## config.mk

```make
export PLATFORM = sky130hd
export DESIGN_NAME = blcq_ram
export DESIGN_NICKNAME = d
export VERILOG_FILES = /design/src/rtl/blcq_ram.sv
export SDC_FILE = /design/constraint.sdc
export NUM_CORES = 1
export LEC_CHECK = 0
export BUFFER_PORTS_ARGS = -buffer_cell sky130_fd_sc_hd__buf_2
export CORE_MARGIN = 2
export CORE_UTILIZATION = 60
export DETAILED_ROUTE_END_ITERATION = 8
export GPL_TIMING_DRIVEN = 1
export PLACE_DENSITY = 0.75
export SYNTH_ARGS = -nofsm -noshare
export SYNTH_HDL_FRONTEND = slang
export SYNTH_SLANG_ARGS = --single-unit
```

## constraint.sdc

```tcl
create_clock -name clk -period 3.8 [get_ports clk]
set_clock_uncertainty 0.15 [all_clocks]
set_input_delay 0.19 -clock clk [delete_from_list [all_inputs] [get_ports clk]]
set_output_delay 0.19 -clock clk [all_outputs]
set_load 0.005 [all_outputs]
```

## src/rtl/blcq_ram.sv

```systemverilog
module blcq_ram #(
    parameter int WIDTH  = 8,
    parameter int DEPTH  = 64,
    parameter int ADDR_W = (DEPTH > 1) ? $clog2(DEPTH) : 1
) (
    input  logic              clk,
    input  logic              we,
    input  logic [ADDR_W-1:0] waddr,
    input  logic [WIDTH-1:0]  wdata,
    input  logic [ADDR_W-1:0] raddr,
    output logic [WIDTH-1:0]  rdata
);

    logic [WIDTH-1:0] mem [DEPTH];

    // Write one word, read one word with registered output
    always_ff @(posedge clk)
    begin
        if (we)
        begin
            mem[waddr] <= wdata;
        end
        rdata <= mem[raddr];
    end

endmodule

```

; ---- After elaboration in Yosys (flattened, before gate mapping)
; Memory sizes are Yosys's and may differ from the RTL's. A register that Yosys moved wholly into a read port is not among the register bits.
; Cells that the tools add are included.
[word_totals]
output_inout_bits = 8
input_bits = 22
memories = 1
mem_bits_rw = 512
regBits = 0
wordCells = 3
[mem_list]
columns = memory, depth, word_bits, read_ports, rd_ports_with_merged_regs, wr, line_no
row1 = mem, 64, 8, 1, 1, 1, 14  ; logic [WIDTH-1:0] mem [DEPTH];
[classes]
mux = 2
[ops]
columns = operator, n
row1 = $mux W1, 2

; ---- Longest topological paths before layout
; Gate-level depths: netlist of the first run.
[depth]
depth_word = 2
ltp_mapped = 9

; ---- Least setup slack after synthesis of the first run
; OpenSTA, ideal clock, no wires.
[synth_path]
kind = input to register
from = input raddr[1]
to = register rdata[3] (read register of mem)
stages = 7
t_arrival_ns = 1.730
path_slack_ns = 1.792
n_path_buf = 3
cell_sequence = buf_4 > buf_2 > buf_2 > mux4_2 > mux4_2 > o21ai_1 > o41ai_1
[synth_lines]
columns = element, line_no
row1 = start: declaration, 10  ; input logic [ADDR_W-1:0] raddr,
row2 = end: declaration, 11  ; output logic [WIDTH-1:0] rdata

; ---- Worst setup path in the final report of the first run
[layout_path]
from = input waddr[1]
to = memory mem[39][0], enable pin
[layout_lines]
columns = element, line_no
row1 = start: declaration, 8  ; input logic [ADDR_W-1:0] waddr,
row2 = end: declaration, 14
; Straight into the memory's write port.

==> flow_summary.ini, run 1 <==
[outcome]
status = finished clean

[route]
wl_per_cell_um = 28.89
routed_wl_um = 42720
vias = 9631
drt_iter0_drc = 1071
drc = 0
dr.pass1.iters = 5
ant_nets = 0
viasPerCell = 6.512

[synth]
yosysTopAreaCell = edfxtp_1
synth_cells = 940
avgSynthCellArea_sq_um = 21.45
ys.flop_type = edfxtp_1
synth.area.top_cells = edfxtp_1 (76%), mux4_2 (14%), nor2_1 (1.5%)
ys_ff_latch = 520
ys_warn_count = 0
synth_edf_count = 512
synthArstFlopShare_pct = 0
seq_area_frac_synth_pct = 77.03
synth_cell_types = 40
synthesis.nets = 962
yosysTopAreaCellShare_pct = 76.24
synth_area_sq_um = 20170

[worst_setup_path]
r2r_start = mem[21][6]
arrival_ns = 2.51
setup.worst_path.class = input pin to register
critPathMaxStageDelay_ns = 1.00
setup.worst_path.end_class = register
cp.required_ns = 3.82
critPathTopFamily = simple AND/OR/NAND/NOR gates
reg2reg_depth = 5
slowest_stage = nor2_1
r2r_slack_ns = 1.54
path_cells = dlygate4sd3_1 -> buf_2 -> nand4_1 -> nor2_1
reg2reg_to = rdata[6]
critPathLaunchType = input pin
critical_path_buf_inv_count = 2
cp_max_fo = 10

[power]
leakage_nw = 6.974
fin_total_pwr_w = 0.01190
ir_drop_mv = 0.3919
powerDensity_nw_per_um2 = 531.2

[floorplanning]
die_area_sq_um = 35090
num_rows = 67
start_util_pct = 60.60
die_x_um = 187.3
die_h_um = 187.3
core_area_sq_um = 33280
top_level_ports = 30

[clocking]
cts_buffers = 49
post_cts_resized = 0
cts_tree = yes
clk_path_buf_depth = 3
htree_num_levels = 2
clock-root-buffer = clkbuf_16
clock_latency_ns = 0.56
cts_setup_buffers = 0
clkTransAtPathRegs_ns = 0.06
cts.sinks = 520

[placement]
place_hpwl_um = 25120
gp_congestion = 0.8321
post_dp_cell_area_sq_um = 20710
portBuffers = 29

[final_layout]
final_common_cell = edfxtp_1
nets = 1010
final_cell_mix = edfxtp_1 (512), mux4_2 (126), nor2_1 (83)
post-route-util_pct = 67.30
drive_above_1_share_pct = 24.88
area_growth_pct = 11.07
n_fill_cell = 2048
postLayoutCellArea_sq_um = 22400

[min_path]
hold_depth = 3
min_path_type = input pin to register
hp-start = waddr[0]
hold_end = mem[49][2]

[sta]
clock.fmax_ghz = 0.4013
fin_hold_ws_ns = 0.1134
finalMaxSlewViolations = 0
relSlewSlack_pct = 13.52
rsz0062_at_grt = false
tns_ns = 0
min_period_over_period_pct = 65.58
period_needed_ns = 2.492
setup_violations = 0
worst_pin_slew_ns = 1.297
timing_hold_violations_final = 0

[grt]
grt_pass1_wl_um = 64020
grt_max_degree = 65
grt_pass1_vias = 9670
overflow = 0
antenna_found_initial = 3
track_usage_pct = 25.23

[flow_run]
maxCapViolations = 0
==> power breakdown <==
group          switching, W  internal, W  total (W)
registers         0.0000216      0.00635    0.00637
clock network       0.00203      0.00293    0.00496
logic              0.000351     0.000214   0.000565
total               0.00240      0.00950     0.0119
==> cell usage after synthesis (all sizes together), types with 3 or more instances <==
cell type / number
mux2i: 23
o21ai: 4
clkbuf: 17
o2bb2ai: 3
nand3: 13
nand2b: 7
nand3b: 3
edfxtp: 512
a221oi: 6
dfxtp: 8
buf: 34
nor3: 7
nand2: 19
a21oi: 3
nor2: 83
nor2b: 14
o22ai: 8
a211oi: 4
o221ai: 8
mux4: 126
o2111ai: 3
a22oi: 3
mux2: 13
==> area by class of cell <==
type | instances | area [sq um] | area share (%)
well taps | 448 | 560.5 | 2.503
repair buffers | 48 | 336.6 | 1.503
diodes | 2 | 5.005 | 0.02234
flip-flops and latches | 520 | 15530 | 69.36
multi-input cells | 369 | 4315 | 19.27
clock buffers | 61 | 1314 | 5.865
clock inverters | 31 | 332.8 | 1.486
==> flip-flops by register name, summed over array words and instances, names as in the netlist <==
signal	count
rdata	8
mem	512
==> logic make-up after synthesis <==
group                  count (synthesis)  synth area share (%)
muxes                                162                 15.94
buffers and inverters                 51                 1.570
and+or+nand+nor                      153                 3.387
DFF                                  520                 77.03
AOI/OAI and AO/OA                     54                 2.072
==> tightest hold or removal path: stages <==
cell     delay (ns)
buf_2          0.15
nand4_1        0.14
nor3_1         0.14
==> routing by layer <==
layer  GRT usage, %  wire, um
met5              0        11
met4          8.089      1115
met3          5.816      3817
met2          39.22     20800
met1          36.35     16980
==> how the worst max path moves through the flow <==
stage	from	to	slack (ns)	cells past startpoint
after floorplan	raddr[1]	rdata[3]	1.79	7
after global placement	raddr[0]	rdata[0]	0.97	7
after detailed placement	raddr[0]	rdata[0]	0.97	7
after CTS	waddr[1]	mem[39][0]	1.43	4
after global routing	waddr[2]	mem[45][4]	1.31	5
final	waddr[1]	mem[39][0]	1.31	4
==> repair_timing <==
item	in CTS	in global routing
hold buffers	4	0
setup endpoints to repair	0	0
hold endpoints to repair	14	0
==> metrics by stage <==
step                std cells  worst slack, ns
finish                   1479            1.308
detailed placement       1381           0.9713
global placement         1381           0.9674
floorplan                 940            1.792
global route             1478            1.314
CTS                      1477            1.432
No activity file was read; power rests on OpenSTA's default activity.
==> inputs of run 2 (changes only) <==
clock period = 2.4 ns   (was 3.8 ns; I/O delays follow)
==> flow_summary.ini, run 2 (synthesized netlist as in run 1, its figures left out) <==
[final_layout]
nets = 1109
final_cell_mix = edfxtp_1 (512), mux4_2 (126), buf_4 (104)
top_regs = mem x512, rdata x8
postLayoutCellArea_sq_um = 23040
largest_register_ffs = 512
post-route-util_pct = 69.24
top_register = mem
area_growth_pct = 14.27
n_fill_cell = 2024
layoutNonFillerInstCount = 1571
final_common_cell = edfxtp_1
drive_above_1_share_pct = 30.48

[clocking]
clkTransAtPathRegs_ns = 0.06
cts_tree = yes
htree_num_levels = 2
clk_path_buf_depth = 3
cts_buffers = 49
cts.sinks = 520
cts_setup_buffers = 0
clock_latency_ns = 0.55
clock-root-buffer = clkbuf_16

[sta]
timing_hold_violations_final = 0
tns_ns = 0
rsz0062_at_grt = false
worst_pin_slew_ns = 1.201
setup_violations = 0
relSlewSlack_pct = 19.90
clock.fmax_ghz = 0.4678
period_needed_ns = 2.138
min_period_over_period_pct = 89.07
finalMaxSlewViolations = 0

[outcome]
status = finished clean

[worst_setup_path]
slowest_stage = mux4_2
arrival_ns = 2.40
setup.worst_path.end_class = register
reg2reg_to = rdata[4]
cp.required_ns = 2.67
endpoint = rdata[4]
r2r_slack_ns = 0.26
reg2reg_depth = 5
r2r_start = mem[24][4]
cp_max_fo = 1
critPathMaxStageDelay_ns = 0.45
critPathLaunchType = register
setup.worst_path.class = register to register
crit_start = mem[24][4]
path_cells = mux4_2 -> mux2_2 -> o221a_2 -> nor3_1 -> o32ai_1

[power]
leakage_nw = 7.434
ir_drop_mv = 0.6517
fin_total_pwr_w = 0.01808
powerDensity_nw_per_um2 = 784.4

[grt]
grt_max_degree = 65
overflow = 0
antenna_found_initial = 1
track_usage_pct = 25.85
grt_pass1_vias = 10320
grt_pass1_wl_um = 66100

[route]
wl_per_cell_um = 27.83
routed_wl_um = 43720
dr.pass1.iters = 6
topRoutingLayerUsed = met4
vias = 10080
viasPerCell = 6.418
ant_nets = 0
drc = 0
wl_met1_um = 17000
routed-wl-met3_um = 4164
met2_wirelength_um = 21160
drt_iter0_drc = 1221

[floorplanning]
top_level_ports = 30
start_util_pct = 60.60
die_x_um = 187.3
die_area_sq_um = 35090
core_area_sq_um = 33280
num_rows = 67
die_h_um = 187.3

[min_path]
min_path_type = input pin to register

[flow_run]
maxCapViolations = 0

[placement]
gp_congestion = 0.8160
place_hpwl_um = 27280
place_inst = 1480
post_dp_cell_area_sq_um = 21580
portBuffers = 29
==> run 2: changes by cell type in the layout (fill, tap and decap cells not counted), sizes merged <==
cell,delta
clkinv,-2
clkinvlp,-2
clkbuf,+4
diode,-1
buf,+99
bufinv,-5
inv,-1
==> run 2: metrics by stage <==
step           hold WS, ns  worst slack, ns
5_1_grt            0.02808           0.1835
6_report           0.02741           0.2624
2_1_floorplan      0.06887           0.4623
3_3_place_gp        0.3910           0.1310
3_5_place_dp        0.3930          0.07943
4_1_cts            0.01100           0.2453
==> run 2: final cells by class <==
class	count	area (sq um)	share of cell area, %
Multi-Input combinational cell	369	4315	18.73
Sequential cell	520	15530	67.41
Tap cell	448	560.5	2.432
Clock inverter	21	140.1	0.6081
Clock buffer	65	1286	5.581
Antenna cell	1	2.502	0.01086
Timing Repair Buffer	147	1205	5.229
==> run 2: per-layer routing <==
layer  vias to the layer above  global-route usage (%)
met5                         -                       0
met4                         0                   8.852
met3                        90                   4.334
met1                      5228                   37.94
li1                       4216                       -
met2                       548                   40.43
==> run 2: critical path, delay by kind of cell, from the launching register on <==
kind / cells / cell delay, ns
compound gates: 2 / 0.43
simple gates: 1 / 0.32
flops: 1 / 0.37
mux: 2 / 0.74
==> run 2: power breakdown <==
part	switching (W)	internal, W
logic	0.000573	0.000401
registers	0.0000336	0.0101
clock network	0.00306	0.00395
total	0.00367	0.0144
==> run 2: worst min-delay path by stage <==
stage / start / endpoint / slack [ns] / cells past startpoint
after detailed placement: raddr[5] / rdata[0] / 0.39 / 3
final: waddr[1] / mem[48][0] / 0.03 / 3
after CTS: waddr[1] / mem[48][0] / 0.01 / 3
after global placement: raddr[5] / rdata[0] / 0.39 / 3
after floorplan: wdata[0] / mem[0][0] / 0.07 / 0
after global routing: waddr[1] / mem[49][0] / 0.03 / 3
==> run 2: what timing repair did <==
action | CTS | global route
hold buffers | 4 | 0
gates resized for setup | 0 | 0
hold endpoints to repair | 82 | 0
